<file path="src/hw/rtl/hra_pkg.sv">
`timescale 1ns / 1ps
// ----------------------------------------------------------------------------
// hra_pkg
// Shared types and constants for the heart rate averager.
// ----------------------------------------------------------------------------
package hra_pkg;

  localparam int IR_W      = 18;
  localparam int TIME_W    = 32;
  localparam int BPM_W     = 8;
  localparam int AVG_W     = 10;
  localparam int FILT_W    = 12;
  localparam int HIST_W    = 10;
  localparam int WSUM_W    = 14;
  localparam int STATUS_W  = 2;
  localparam int CFG_IDX_W = 2;
  localparam int CFG_W     = 18;
  localparam int FIR_TAPS  = 4;

  localparam int DIVD_W    = 18;
  localparam int DIVS_W    = 16;

  localparam int S_DATA_W  = 56;
  localparam int M_DATA_W  = 32;

  localparam logic [STATUS_W-1:0] ST_NO_FINGER = 2'd0;
  localparam logic [STATUS_W-1:0] ST_NO_BEAT   = 2'd1;
  localparam logic [STATUS_W-1:0] ST_ACCEPTED  = 2'd2;
  localparam logic [STATUS_W-1:0] ST_OUT_BAND  = 2'd3;

  localparam logic [CFG_IDX_W-1:0] REG_FINGER_LEVEL = 2'd0;
  localparam logic [CFG_IDX_W-1:0] REG_BPM_LOW      = 2'd1;
  localparam logic [CFG_IDX_W-1:0] REG_BPM_HIGH     = 2'd2;

  localparam logic [IR_W-1:0]  FINGER_LEVEL_RST = 18'd50000;
  localparam logic [BPM_W-1:0] BPM_LOW_RST      = 8'd40;
  localparam logic [BPM_W-1:0] BPM_HIGH_RST     = 8'd150;

  localparam logic [DIVD_W-1:0] RATE_DIVIDEND = 18'd60000;
  localparam logic [BPM_W-1:0]  BPM_MAX       = 8'd255;
  localparam logic [AVG_W-1:0]  AVG_MAX       = 10'd1023;
  localparam logic [FILT_W-1:0] FILT_MAX      = 12'd4095;

  typedef struct packed {
    logic                load_in;
    logic                beat_take;
    logic                div_go_rate;
    logic                set_rate;
    logic                ring_write;
    logic                fir_shift;
    logic                set_filt;
    logic                out_load;
    logic [STATUS_W-1:0] status;
  } hra_cmd_t;

  typedef struct packed {
    logic finger;
    logic beat;
    logic iv_zero;
    logic iv_big;
    logic in_band;
    logic div_done;
    logic out_full;
  } hra_stat_t;

endpackage

</file>
<file path="src/hw/rtl/heart_rate_averager_unit.sv">
`timescale 1ns / 1ps
// ----------------------------------------------------------------------------
// heart_rate_averager_unit
// Beat rate from beat intervals, averaging ring and four-tap fir smoother.
// ----------------------------------------------------------------------------
// Input items arrive on s_tvalid/s_tready/s_tdata/s_tuser, one result item per
// input item leaves on m_tvalid/m_tready/m_tdata/m_tuser. Configuration goes
// through cfg_we/cfg_index/cfg_data; the user must write it only while the
// block is idle, which the block itself does not enforce. One item is worked
// on at a time. An item with no finger or no beat goes from the check to the
// output. A beat runs the restoring divider for 60000/interval: start, 18
// quotient steps and done. An in-band beat then goes through the ring update,
// fir shift and fir scaling to the output, an out-of-band beat straight to the
// output. A zero interval or one of 65536 ms or more skips the division.
// The fir scaling by 10*RING_DEPTH is a combinational reciprocal multiply.
// s_tready is high only while the sequencer is idle. A finished result sits
// in the output register; the next item is accepted while it waits, and its
// own result is held back until the receiver has taken the earlier one.
// Reset (rst, synchronous) restores the threshold and band registers, clears
// the beat time, ring, fir history and held values, and drops m_tvalid.
// ----------------------------------------------------------------------------
module heart_rate_averager_unit
  import hra_pkg::*;
#(
  parameter int RING_DEPTH = 4
) (
  input  logic                 clk,
  input  logic                 rst,
  input  logic                 s_tvalid,
  output logic                 s_tready,
  input  logic [S_DATA_W-1:0]  s_tdata,   // ir_sample[17:0], time_ms[49:18], zero fill
  input  logic                 s_tuser,   // beat_flag
  output logic                 m_tvalid,
  input  logic                 m_tready,
  output logic [M_DATA_W-1:0]  m_tdata,   // instant_bpm[7:0], average_bpm_quarters[17:8],
                                          // filtered_bpm_sixteenths[29:18], zero fill
  output logic [STATUS_W-1:0]  m_tuser,   // status
  input  logic                 cfg_we,
  input  logic [CFG_IDX_W-1:0] cfg_index,
  input  logic [CFG_W-1:0]     cfg_data
);

  hra_cmd_t  cmd;
  hra_stat_t stat;

  hra_ctrl u_ctrl (
    .clk      (clk),
    .rst      (rst),
    .in_valid (s_tvalid),
    .in_ready (s_tready),
    .stat     (stat),
    .cmd      (cmd)
  );

  hra_datapath #(
    .RING_DEPTH (RING_DEPTH)
  ) u_datapath (
    .clk       (clk),
    .rst       (rst),
    .cmd       (cmd),
    .stat      (stat),
    .s_tdata   (s_tdata),
    .s_tuser   (s_tuser),
    .cfg_we    (cfg_we),
    .cfg_index (cfg_index),
    .cfg_data  (cfg_data),
    .m_tready  (m_tready),
    .m_tvalid  (m_tvalid),
    .m_tdata   (m_tdata),
    .m_tuser   (m_tuser)
  );

endmodule

</file>
<file path="src/hw/rtl/hra_div.sv">
`timescale 1ns / 1ps
// ----------------------------------------------------------------------------
// hra_div
// Restoring divider, one quotient bit per cycle.
// ----------------------------------------------------------------------------
module hra_div
  import hra_pkg::*;
(
  input  logic              clk,
  input  logic              rst,
  input  logic              start,
  input  logic [DIVD_W-1:0] dividend,
  input  logic [DIVS_W-1:0] divisor,
  output logic              done,
  output logic [DIVD_W-1:0] quotient
);

  localparam int CNT_W = $clog2(DIVD_W + 1);

  logic [DIVS_W-1:0] rem;
  logic [DIVS_W-1:0] dvs;
  logic [DIVD_W-1:0] quo;
  logic [CNT_W-1:0]  cnt;
  logic              busy;

  logic [DIVS_W:0]   trial;
  logic              ge;
  logic [DIVS_W:0]   diff;

  assign trial = {rem, quo[DIVD_W-1]};
  assign ge    = trial >= {1'b0, dvs};
  assign diff  = trial - {1'b0, dvs};

  always_ff @(posedge clk) begin
    if (rst) begin
      busy <= 1'b0;
      cnt  <= '0;
      done <= 1'b0;
    end else begin
      done <= 1'b0;
      if (start) begin
        busy <= 1'b1;
        cnt  <= CNT_W'(DIVD_W - 1);
      end else if (busy) begin
        if (cnt == '0) begin
          busy <= 1'b0;
          done <= 1'b1;
        end else begin
          cnt <= cnt - CNT_W'(1);
        end
      end
    end
  end

  always_ff @(posedge clk) begin
    if (start) begin
      rem <= '0;
      quo <= dividend;
      dvs <= divisor;
    end else if (busy) begin
      rem <= ge ? diff[DIVS_W-1:0] : trial[DIVS_W-1:0];
      quo <= {quo[DIVD_W-2:0], ge};
    end
  end

  assign quotient = quo;

endmodule

</file>
<file path="src/hw/rtl/hra_ctrl.sv">
`timescale 1ns / 1ps
// ----------------------------------------------------------------------------
// hra_ctrl
// Sequencer for one item: check, rate division, ring update, fir, output.
// ----------------------------------------------------------------------------
module hra_ctrl
  import hra_pkg::*;
(
  input  logic      clk,
  input  logic      rst,
  input  logic      in_valid,
  output logic      in_ready,
  input  hra_stat_t stat,
  output hra_cmd_t  cmd
);

  localparam logic [3:0] S_IDLE   = 4'd0;
  localparam logic [3:0] S_CHECK  = 4'd1;
  localparam logic [3:0] S_START  = 4'd2;
  localparam logic [3:0] S_RDIV   = 4'd3;
  localparam logic [3:0] S_RATE   = 4'd4;
  localparam logic [3:0] S_BAND   = 4'd5;
  localparam logic [3:0] S_FIRW   = 4'd6;
  localparam logic [3:0] S_FILT   = 4'd7;
  localparam logic [3:0] S_OUT    = 4'd8;

  logic [3:0]          state;
  logic [3:0]          state_next;
  logic [STATUS_W-1:0] status;
  logic [STATUS_W-1:0] status_next;

  assign in_ready = (state == S_IDLE);

  always_comb begin
    state_next  = state;
    status_next = status;
    cmd         = '0;
    cmd.status  = status;
    case (state)
      S_IDLE: begin
        if (in_valid) begin
          cmd.load_in = 1'b1;
          state_next  = S_CHECK;
        end
      end
      S_CHECK: begin
        if (!stat.finger) begin
          status_next = ST_NO_FINGER;
          state_next  = S_OUT;
        end else if (!stat.beat) begin
          status_next = ST_NO_BEAT;
          state_next  = S_OUT;
        end else begin
          cmd.beat_take = 1'b1;
          state_next    = S_START;
        end
      end
      S_START: begin
        // zero or very long intervals need no division
        if (stat.iv_zero || stat.iv_big) begin
          state_next = S_RATE;
        end else begin
          cmd.div_go_rate = 1'b1;
          state_next      = S_RDIV;
        end
      end
      S_RDIV: begin
        if (stat.div_done) begin
          state_next = S_RATE;
        end
      end
      S_RATE: begin
        cmd.set_rate = 1'b1;
        state_next   = S_BAND;
      end
      S_BAND: begin
        if (stat.in_band) begin
          cmd.ring_write = 1'b1;
          status_next    = ST_ACCEPTED;
          state_next     = S_FIRW;
        end else begin
          status_next = ST_OUT_BAND;
          state_next  = S_OUT;
        end
      end
      S_FIRW: begin
        cmd.fir_shift = 1'b1;
        state_next    = S_FILT;
      end
      S_FILT: begin
        cmd.set_filt = 1'b1;
        state_next   = S_OUT;
      end
      S_OUT: begin
        if (!stat.out_full) begin
          cmd.out_load = 1'b1;
          state_next   = S_IDLE;
        end
      end
      default: begin
        state_next = S_IDLE;
      end
    endcase
  end

  always_ff @(posedge clk) begin
    if (rst) begin
      state  <= S_IDLE;
      status <= ST_NO_FINGER;
    end else begin
      state  <= state_next;
      status <= status_next;
    end
  end

endmodule

</file>
<file path="src/hw/rtl/hra_datapath.sv">
`timescale 1ns / 1ps
// ----------------------------------------------------------------------------
// hra_datapath
// Config registers, beat timing, rate ring, fir history and output register.
// ----------------------------------------------------------------------------
module hra_datapath
  import hra_pkg::*;
#(
  parameter int RING_DEPTH = 4
) (
  input  logic                 clk,
  input  logic                 rst,
  input  hra_cmd_t             cmd,
  output hra_stat_t            stat,
  input  logic [S_DATA_W-1:0]  s_tdata,
  input  logic                 s_tuser,
  input  logic                 cfg_we,
  input  logic [CFG_IDX_W-1:0] cfg_index,
  input  logic [CFG_W-1:0]     cfg_data,
  input  logic                 m_tready,
  output logic                 m_tvalid,
  output logic [M_DATA_W-1:0]  m_tdata,
  output logic [STATUS_W-1:0]  m_tuser
);

  localparam int SLOT_W   = $clog2(RING_DEPTH);
  localparam int SUM_W    = BPM_W + $clog2(RING_DEPTH);
  localparam int FIR_DIV  = 10 * RING_DEPTH;
  localparam int RECIP_W  = 20;
  localparam int RECIP_SH = DIVD_W + $clog2(FIR_DIV);
  localparam int PROD_W   = DIVD_W + RECIP_W;
  // rounded-up reciprocal, exact for any 18-bit dividend
  localparam logic [RECIP_W-1:0] FIR_RECIP =
    RECIP_W'(((64'd1 << RECIP_SH) + 64'(FIR_DIV) - 64'd1) / 64'(FIR_DIV));

  // config
  logic [IR_W-1:0]  finger_level;
  logic [BPM_W-1:0] bpm_low;
  logic [BPM_W-1:0] bpm_high;

  // item
  logic [IR_W-1:0]   ir_sample;
  logic              beat_flag;
  logic [TIME_W-1:0] time_ms;

  // state
  logic [TIME_W-1:0] last_beat_time;
  logic [TIME_W-1:0] interval;
  logic [BPM_W-1:0]  held_instant_bpm;
  logic [FILT_W-1:0] held_filtered;
  logic [BPM_W-1:0]  rate_ring [RING_DEPTH];
  logic [SLOT_W-1:0] ring_slot;
  logic [SUM_W-1:0]  ring_sum;
  logic [HIST_W-1:0] fir_history [FIR_TAPS];
  logic [WSUM_W-1:0] fir_wsum;

  logic [11:0]       sum_ext;
  logic [AVG_W-1:0]  avg;
  logic [WSUM_W-1:0] wsum_next;
  logic [BPM_W-1:0]  rate_calc;
  logic [FILT_W-1:0] filt_calc;
  logic [PROD_W-1:0] filt_prod;
  logic [PROD_W-1:0] filt_quo;

  logic              div_start;
  logic [DIVD_W-1:0] div_dividend;
  logic [DIVS_W-1:0] div_divisor;
  logic              div_done;
  logic [DIVD_W-1:0] div_q;

  always_ff @(posedge clk) begin
    if (rst) begin
      finger_level <= FINGER_LEVEL_RST;
      bpm_low      <= BPM_LOW_RST;
      bpm_high     <= BPM_HIGH_RST;
    end else if (cfg_we) begin
      case (cfg_index)
        REG_FINGER_LEVEL: finger_level <= cfg_data[IR_W-1:0];
        REG_BPM_LOW:      bpm_low      <= cfg_data[BPM_W-1:0];
        REG_BPM_HIGH:     bpm_high     <= cfg_data[BPM_W-1:0];
        default: ;
      endcase
    end
  end

  always_ff @(posedge clk) begin
    if (cmd.load_in) begin
      ir_sample <= s_tdata[IR_W-1:0];
      time_ms   <= s_tdata[IR_W +: TIME_W];
      beat_flag <= s_tuser;
    end
  end

  always_ff @(posedge clk) begin
    if (cmd.beat_take) begin
      interval <= time_ms - last_beat_time;
    end
  end

  // capped ring sum
  assign sum_ext = 12'(ring_sum);
  assign avg     = (sum_ext > 12'(AVG_MAX)) ? AVG_MAX : sum_ext[AVG_W-1:0];

  // weights 1,2,3,4 with the newest sample entering at weight 1
  assign wsum_next = WSUM_W'(avg)
                   + WSUM_W'({fir_history[0], 1'b0})
                   + WSUM_W'({fir_history[1], 1'b0}) + WSUM_W'(fir_history[1])
                   + WSUM_W'({fir_history[2], 2'b00});

  always_comb begin
    if (interval == '0) begin
      rate_calc = BPM_MAX;
    end else if (interval[TIME_W-1:DIVS_W] != '0) begin
      rate_calc = '0;
    end else if (div_q[DIVD_W-1:BPM_W] != '0) begin
      rate_calc = BPM_MAX;
    end else begin
      rate_calc = div_q[BPM_W-1:0];
    end
  end

  // 16*w / (10*RING_DEPTH) by reciprocal multiply
  assign filt_prod = PROD_W'({fir_wsum, 4'b0000}) * PROD_W'(FIR_RECIP);
  assign filt_quo  = filt_prod >> RECIP_SH;
  assign filt_calc = (filt_quo[PROD_W-1:FILT_W] != '0) ? FILT_MAX : filt_quo[FILT_W-1:0];

  always_ff @(posedge clk) begin
    if (rst) begin
      last_beat_time   <= '0;
      held_instant_bpm <= '0;
      held_filtered    <= '0;
      ring_slot        <= '0;
      ring_sum         <= '0;
      for (int k = 0; k < RING_DEPTH; k++) begin
        rate_ring[k] <= '0;
      end
      for (int k = 0; k < FIR_TAPS; k++) begin
        fir_history[k] <= '0;
      end
    end else begin
      if (cmd.beat_take) begin
        last_beat_time <= time_ms;
      end
      if (cmd.set_rate) begin
        held_instant_bpm <= rate_calc;
      end
      if (cmd.ring_write) begin
        rate_ring[ring_slot] <= held_instant_bpm;
        ring_sum  <= ring_sum - SUM_W'(rate_ring[ring_slot]) + SUM_W'(held_instant_bpm);
        ring_slot <= (ring_slot == SLOT_W'(RING_DEPTH - 1)) ? '0 : ring_slot + SLOT_W'(1);
      end
      if (cmd.fir_shift) begin
        fir_history[0] <= avg;
        for (int k = 1; k < FIR_TAPS; k++) begin
          fir_history[k] <= fir_history[k-1];
        end
      end
      if (cmd.set_filt) begin
        held_filtered <= filt_calc;
      end
    end
  end

  always_ff @(posedge clk) begin
    if (cmd.fir_shift) begin
      fir_wsum <= wsum_next;
    end
  end

  assign div_start    = cmd.div_go_rate;
  assign div_dividend = RATE_DIVIDEND;
  assign div_divisor  = interval[DIVS_W-1:0];

  hra_div u_div (
    .clk      (clk),
    .rst      (rst),
    .start    (div_start),
    .dividend (div_dividend),
    .divisor  (div_divisor),
    .done     (div_done),
    .quotient (div_q)
  );

  // output register, freed by the downstream handshake
  always_ff @(posedge clk) begin
    if (rst) begin
      m_tvalid <= 1'b0;
    end else if (cmd.out_load) begin
      m_tvalid <= 1'b1;
    end else if (m_tready) begin
      m_tvalid <= 1'b0;
    end
  end

  always_ff @(posedge clk) begin
    if (cmd.out_load) begin
      m_tdata <= {2'b00, held_filtered, avg, held_instant_bpm};
      m_tuser <= cmd.status;
    end
  end

  assign stat.finger   = ir_sample >= finger_level;
  assign stat.beat     = beat_flag;
  assign stat.iv_zero  = interval == '0;
  assign stat.iv_big   = interval[TIME_W-1:DIVS_W] != '0;
  assign stat.in_band  = (held_instant_bpm >= bpm_low) && (held_instant_bpm <= bpm_high);
  assign stat.div_done = div_done;
  assign stat.out_full = m_tvalid && !m_tready;

endmodule
</file>
<file path="config.mk">
export PLATFORM = sky130hd
export DESIGN_NAME = heart_rate_averager_unit
export DESIGN_NICKNAME = d
export VERILOG_FILES = /design/src/hw/rtl/hra_pkg.sv /design/src/hw/rtl/heart_rate_averager_unit.sv /design/src/hw/rtl/hra_div.sv /design/src/hw/rtl/hra_ctrl.sv /design/src/hw/rtl/hra_datapath.sv
export SDC_FILE = /design/constraint.sdc
export NUM_CORES = 1
export LEC_CHECK = 0
export ABC_AREA = 1
export BUFFER_PORTS_ARGS = -buffer_cell sky130_fd_sc_hd__buf_4
export CORE_MARGIN = 4
export CORE_UTILIZATION = 63
export CTS_CLUSTER_DIAMETER = 120
export DETAILED_ROUTE_END_ITERATION = 10
export GPL_ROUTABILITY_DRIVEN = 0
export PLACE_DENSITY = 0.87
export SLEW_MARGIN = 20
export SYNTH_ARGS = -nofsm -noshare
export SYNTH_HDL_FRONTEND = slang
export SYNTH_SLANG_ARGS = --single-unit
</file>
<file path="constraint.sdc">
create_clock -name clk -period 5.5 [get_ports clk]
set_clock_uncertainty 0.05 [all_clocks]
set_input_delay 0.55 -clock clk [delete_from_list [all_inputs] [get_ports clk]]
set_output_delay 0.55 -clock clk [all_outputs]
set_load 0.005 [all_outputs]
</file>
==> metrics, run 1 <==
grt total ovfl 0; hpwl dp 40,380 um; Post-Syn Instances 2,700; worst vdd ir 0.4543 mV; Initial Util between 60% and 70%; worst-path fanout max 6; TritonCTS Buffers 38; failing checks DRC; ys async rst share 0%; Worst-Skew Late Latency 0.54 ns; Synth Flop Type edfxtp_1; die area 39,860 um^2; kind of cell adding the most delay to the critical path adder cells; number of port buffers 109; Tmin final around 5.4 ns; H-tree levels 2; Hold Vio Cnt, Final 0; Core Area 35,910 um^2; worst path bufs/invs 4; Via density 5.701; max-cap violations 0; Distinct cells, synth 55; Hold/Removal Path Class in -> reg; post-route setup TNS 0 ns; CTS tree built; number of remaining DRC errors 1; I/O pins 118; Pleak 11.93 nW; number of synthesized register bits 355; CTS Hold Bufs 0; Rel. slew slack 27.96%; Crit path top cell by count fa_1; Worst setup EP type flop; count leader, synth nand2_1; nets 3,220; Final Max Slew Viols 0; clock buffer depth 3; WHS 0.1338 ns; status finished, violations left; antenna diode count 0; Startpoint Class flop; die outline height 199.7 um; Yosys top cell by area edfxtp_1; final setup vio count 0; vias in the first global route 19,040; # rows 69; Synth top cells by count nand2_1, inv_1, nor2_1; clock tree sinks ~360; post-synthesis sequential area ratio 39.66%; crit path cell chain inv_2 > ha_4 > inv_2 > fa_1 > fa_1 > inv_1 > fa_1 > inv_1 > fa_1 > ha_1 > ha_1 > a21oi_1 > nand2_1 > nand2_1 > nand2_2 > a21oi_2 > nand2_1 > nand2_2 > nand3_4 > nor2_2 > nor2_1; Tcrit/Tclk final 97.67%; worst-margin pin slew 1.078 ns; area growth from synthesis to layout 11.73%; Syn Std Cell Area 23,140 um^2; fraction of layout cells with a size suffix above 1 9.020%; slowest stage cell on the critical path fa_1; largest cells by area after synthesis edfxtp_1, dfxtp_1, ha_1, fa_1, nand2_1; Synth top area share 26.86%; largest net degree at the start of global routing 65; critical path class reg -> reg; antenna violations before repair 0; Worst path max stage delay 0.61 ns; maximum clock rate about 190 MHz; Ys Warns 0; DR iter-0 viols 1,690; post-DR wirelength/cell 16.40 um; Mean Syn Cell Area 8.571 um^2; Worst EP arrival 5.74 ns; Post-synth EDFFs around 210; DRT Pass-1 Iters 11; data required time at the worst endpoint 5.87 ns; final wirelength 54,110 um; Die Wd 199.7 um; root buf cell clkbuf_16; clock-pin slew on the worst setup and hold paths 0.06 ns; vias ~19,000; ANT nets after route 0; first-pass GRT wire length 87,890 um; PD cells 271.9 nW/um^2; gr usage total 26.67%
## where the power goes
part	switching, mW	leakage (nW)	internal, mW	total [mW]
Sequential	0.0897	3.19	3.06	3.15
Combinational	0.781	8.10	0.449	1.23
Clock	1.06	0.635	1.59	2.65
## routing by layer
layer | track usage [%] | routed length, um
met1 | 32.96 | 21230
met2 | 46.78 | 26880
met3 | 4.013 | 3726
met4 | 11.30 | 2276
met5 | 0 | 0
## kinds of logic (layout without fill, tap and decap cells)
family / Yosys count / in the layout / share of synthesized area, %
fa+ha+maj: 327 / 327 / 20.92
other cells: 1 / 2 / 0.01621
simple gates: 970 / 971 / 17.42
xor+xnor: 61 / 61 / 2.309
compound gates: 411 / 411 / 9.959
buf+inv: 575 / 711 / 9.705
flops: 355 / 355 / 39.66
## area by class of cell
type	instances	area, um^2
Sequential cell	355	9179
Clock buffer	46	1044
Multi-Input combinational cell	1772	11910
Tap cell	461	576.8
Timing Repair Buffer	126	945.9
Clock inverter	21	250.2
Inverter	518	1946
Fill cell	2400	10060
## flip-flops by register name, indices dropped and copies added (netlist names), 4 cells and up, named ones only
register and count:
u_datapath.time_ms 32, u_datapath.u_div.rem 16, u_ctrl.state 4, u_datapath.u_div.quotient 18
u_datapath.rate_ring 32, u_datapath.interval 32, u_datapath.m_tdata 30, u_datapath.held_filtered 12
u_datapath.ir_sample 18, u_datapath.bpm_high 8, u_datapath.finger_level 18, u_datapath.u_div.dvs 16
u_datapath.ring_sum 10, u_datapath.last_beat_time 32, u_datapath.bpm_low 8, u_datapath.held_instant_bpm 8
u_datapath.u_div.cnt 5, u_datapath.fir_wsum 14, u_datapath.fir_history 30
## metrics by stage
stage | std cells | utilization [%] | cell area (um^2) | worst slack, ns | power (mW)
after detailed placement | 3225 | 67.79 | 24350 | 0.1004 | 4.391
after CTS | 3292 | 71.39 | 25640 | 0.07583 | 7.027
after global placement | 3225 | 67.79 | 24350 | 0.2307 | 4.319
final | 3299 | 71.99 | 25850 | 0.1282 | 7.031
after global routing | 3299 | 71.99 | 25850 | -0.04024 | 7.335
after floorplan | 2701 | - | 23140 | 0.5315 | 4.038
## cells in the final DEF, fill, tap and decap left out, drive strengths merged, types with 9 or more instances in the layout
master and n:
o21a 9, inv 518, nand4 25, clkbuf 46, fa 100, clkinv 16
o21ai 130, nand2 526, xnor2 20, nor2 287, edfxtp 207, nor3 20
a21oi 189, xor2 41, dfxtp 148, nand3b 15, o21bai 18, o211ai 21
buf 126, nand3 84, ha 227, o22ai 16
## what timing repair did
action,in CTS,in global routing
endpoints found under the setup margin,0,12
setup buffers,0,6
resized for setup,0,38
## path summary, 6_finish.rpt
| check | startpoint | to | slack [ns] | cells past startpoint |
|---|---|---|---|---|
| worst max-delay path | u_datapath.fir_wsum[12] | u_datapath.held_filtered[7] | 0.13 | 21 |
| worst min-delay path | s_tdata[23] | u_datapath.time_ms[5] | 0.13 | 1 |
| worst max register to register | u_datapath.fir_wsum[12] | u_datapath.held_filtered[7] | 0.13 | 21 |
| worst min register to register | u_ctrl.status[0] | u_datapath.m_tuser[0] | 0.37 | 0 |
No activity file was read; power rests on OpenSTA's default activity.
==> run 2: changes to the inputs <==
BUFFER_PORTS_ARGS = -buffer_cell sky130_fd_sc_hd__buf_2   (was -buffer_cell sky130_fd_sc_hd__buf_4)
==> run 2 against run 1 <==
  * Die area did not move
  * The flow now finishes without violations
  * Register-to-register slack improved by 0.09 ns
  * Routed wire length fell by 3.1%
  * Setup slack improved by 0.088 ns
  * Highest routed layer is now met5
  * Largest cell class unchanged
  * Maximum frequency rose by 1.7%
==> metrics, run 2 (same netlist as run 1, synthesis figures left out) <==
clock-pin slew on the worst setup and hold paths 0.06 ns (about the same); gr usage total 26.32% (-0.35 points); Die Wd 199.7 um (unchanged); Rel. slew slack 28.03% (+0.066 points); worst-margin pin slew 1.077 ns (-0.0009913 ns); maximum clock rate 189.3 MHz (+1.7%); vias in the first global route 18,670 (-1.9%); Hold Vio Cnt, Final 0 (unchanged); I/O pins 118 (unchanged); # rows 69 (unchanged); grt total ovfl 0 (unchanged); max-cap violations 0 (unchanged); CTS tree built; root buf cell clkbuf_16; worst vdd ir 0.2851 mV (-37%); Worst-Skew Late Latency 0.55 ns (about the same); Clk network pwr share 37.1% (-0.6 points); nets 3,222 (+0.062%); most frequent cells in the layout nand2_1, inv_1, nor2_1; CTS Hold Bufs 0 (unchanged); largest net degree at the start of global routing 65 (unchanged); Post-Place Worst Slack 0.1032 ns (+0.002780 ns); number of remaining DRC errors 0 (-1); critical path class reg -> reg; post-DR wirelength/cell 15.88 um (-3.2%); Gate power share 17.4% (about the same); Via density 5.645 (-0.98%); final wirelength 52,460 um (-3.1%); final setup vio count 0 (unchanged); data required time at the worst endpoint 5.86 ns (about the same); fraction of layout cells with a size suffix above 1 8.797% (-0.22 points); Final Max Slew Viols 0 (unchanged); TritonCTS Buffers 39 (+2.6%); antenna diode count 0 (unchanged); H-tree levels 2 (unchanged); ANT nets after route 0 (unchanged); Pleak 11.82 nW (-0.88%); Pint 5.009 mW (-1.8%); Core Area 35,910 um^2 (unchanged); die outline height 199.7 um (unchanged); Startpoint Class flop; antenna violations before repair 1 (+1); number of port buffers 109 (unchanged); first-pass GRT wire length 86,350 um (-1.8%); Tmin final 5.284 ns (-0.08776 ns); switching part of the total 27.54% (+0.11 points); Worst setup EP type flop; sequential share of power 45.6% (+0.8 points); DRT Pass-1 Iters 10 (-1); Initial Util 64.43% (unchanged); vias 18,650 (-0.86%); Tcrit/Tclk final 96.07% (-1.6 points); status complete, no violations; post-route insts no fill 3,303 (+0.12%); die area 39,860 um^2 (unchanged); hpwl dp 39,300 um (-2.7%); clock buffer depth 3 (unchanged); Sw Pwr 1.903 mW (-1.3%); Worst EP arrival 5.65 ns (-0.09 ns); Hold/Removal Path Class in -> reg; area growth from synthesis to layout 10.12%; DR iter-0 viols 1,806 (+6.9%); clock tree sinks 355 (unchanged); final setup margin 0.2160 ns (+0.08776 ns); worst-path fanout max 6 (unchanged); PD cells 271.3 nW/um^2 (-0.25%); placed cell count 3,228 (+0.093%)
[run 2: routing by layer]
| layer | share of wire [%] | global-route usage (%) | up-vias |
|---|---|---|---|
| met1 | 39 | 32.83 | 8667 |
| li1 | - | - | 8938 |
| met4 | 4.6 | 12.15 | 2 |
| met5 | 0.027 | 0 | - |
| met2 | 49 | 45.36 | 846 |
| met3 | 7.1 | 3.912 | 192 |
[run 2: power by group through the flow]
stage,logic (mW),clock network [mW],registers (mW)
after global placement,1.10,0,3.19
after floorplan,0.856,0,3.18
final,1.20,2.56,3.15
after global routing,1.36,2.70,3.16
after detailed placement,1.16,0,3.20
after CTS,1.18,2.59,3.15
[run 2: layout make-up]
| class | instances | area (um^2) |
|---|---|---|
| Tap cell | 461 | 576.8 |
| Multi-Input combinational cell | 1772 | 11850 |
| Sequential cell | 355 | 9179 |
| Timing Repair Buffer | 127 | 680.7 |
| Fill cell | 2465 | 10430 |
| Clock buffer | 54 | 1086 |
| Clock inverter | 16 | 165.2 |
| Inverter | 518 | 1946 |
[run 2: path summary, 6_finish.rpt]
check	slack, ns	depth (start not counted)	from	end
hold / removal	0.12	1	s_tdata[10]	u_datapath.ir_sample[10]
setup reg to reg	0.22	23	u_datapath.fir_wsum[12]	u_datapath.held_filtered[4]
hold reg to reg	0.38	0	u_datapath.held_filtered[5]	u_datapath.m_tdata[23]
setup / recovery	0.22	23	u_datapath.fir_wsum[12]	u_datapath.held_filtered[4]
[run 2: metrics by stage]
| step | util (%) | total power, mW | area [um^2] | setup TNS, ns | hold WS [ns] |
|---|---|---|---|---|---|
| after floorplan | - | 4.038 | 23140 | 0 | 0.3530 |
| after detailed placement | 67.09 | 4.363 | 24100 | 0 | 0.3664 |
| final | 70.96 | 6.913 | 25480 | 0 | 0.1218 |
| after global placement | 67.09 | 4.291 | 24100 | 0 | 0.3646 |
| after CTS | 70.58 | 6.919 | 25350 | 0 | 0.1024 |
| after global routing | 70.96 | 7.225 | 25480 | -0.01372 | 0.1125 |
[run 2: worst max-delay path, cell delays in order, from the launching register on]
cell and delay [ns]:
edfxtp_1 0.42, inv_1 0.08, ha_1 0.30, inv_2 0.06, fa_1 0.58, inv_1 0.06
fa_1 0.52, inv_1 0.07, fa_1 0.50, inv_1 0.06, fa_1 0.55, inv_1 0.05
ha_1 0.29, ha_2 0.34, nand2_2 0.11, inv_1 0.06, a21boi_2 0.15, nand2_1 0.11
a21oi_2 0.23, nand2_1 0.09, nand2_2 0.14, nand3_4 0.15, nor2_1 0.13, nor2_1 0.04
[run 2: repair_timing]
item / 4_1_cts / 5_1_grt
gates resized for setup: 0 / 23
endpoints found under the setup margin: 0 / 12
buffers inserted: 0 / 4
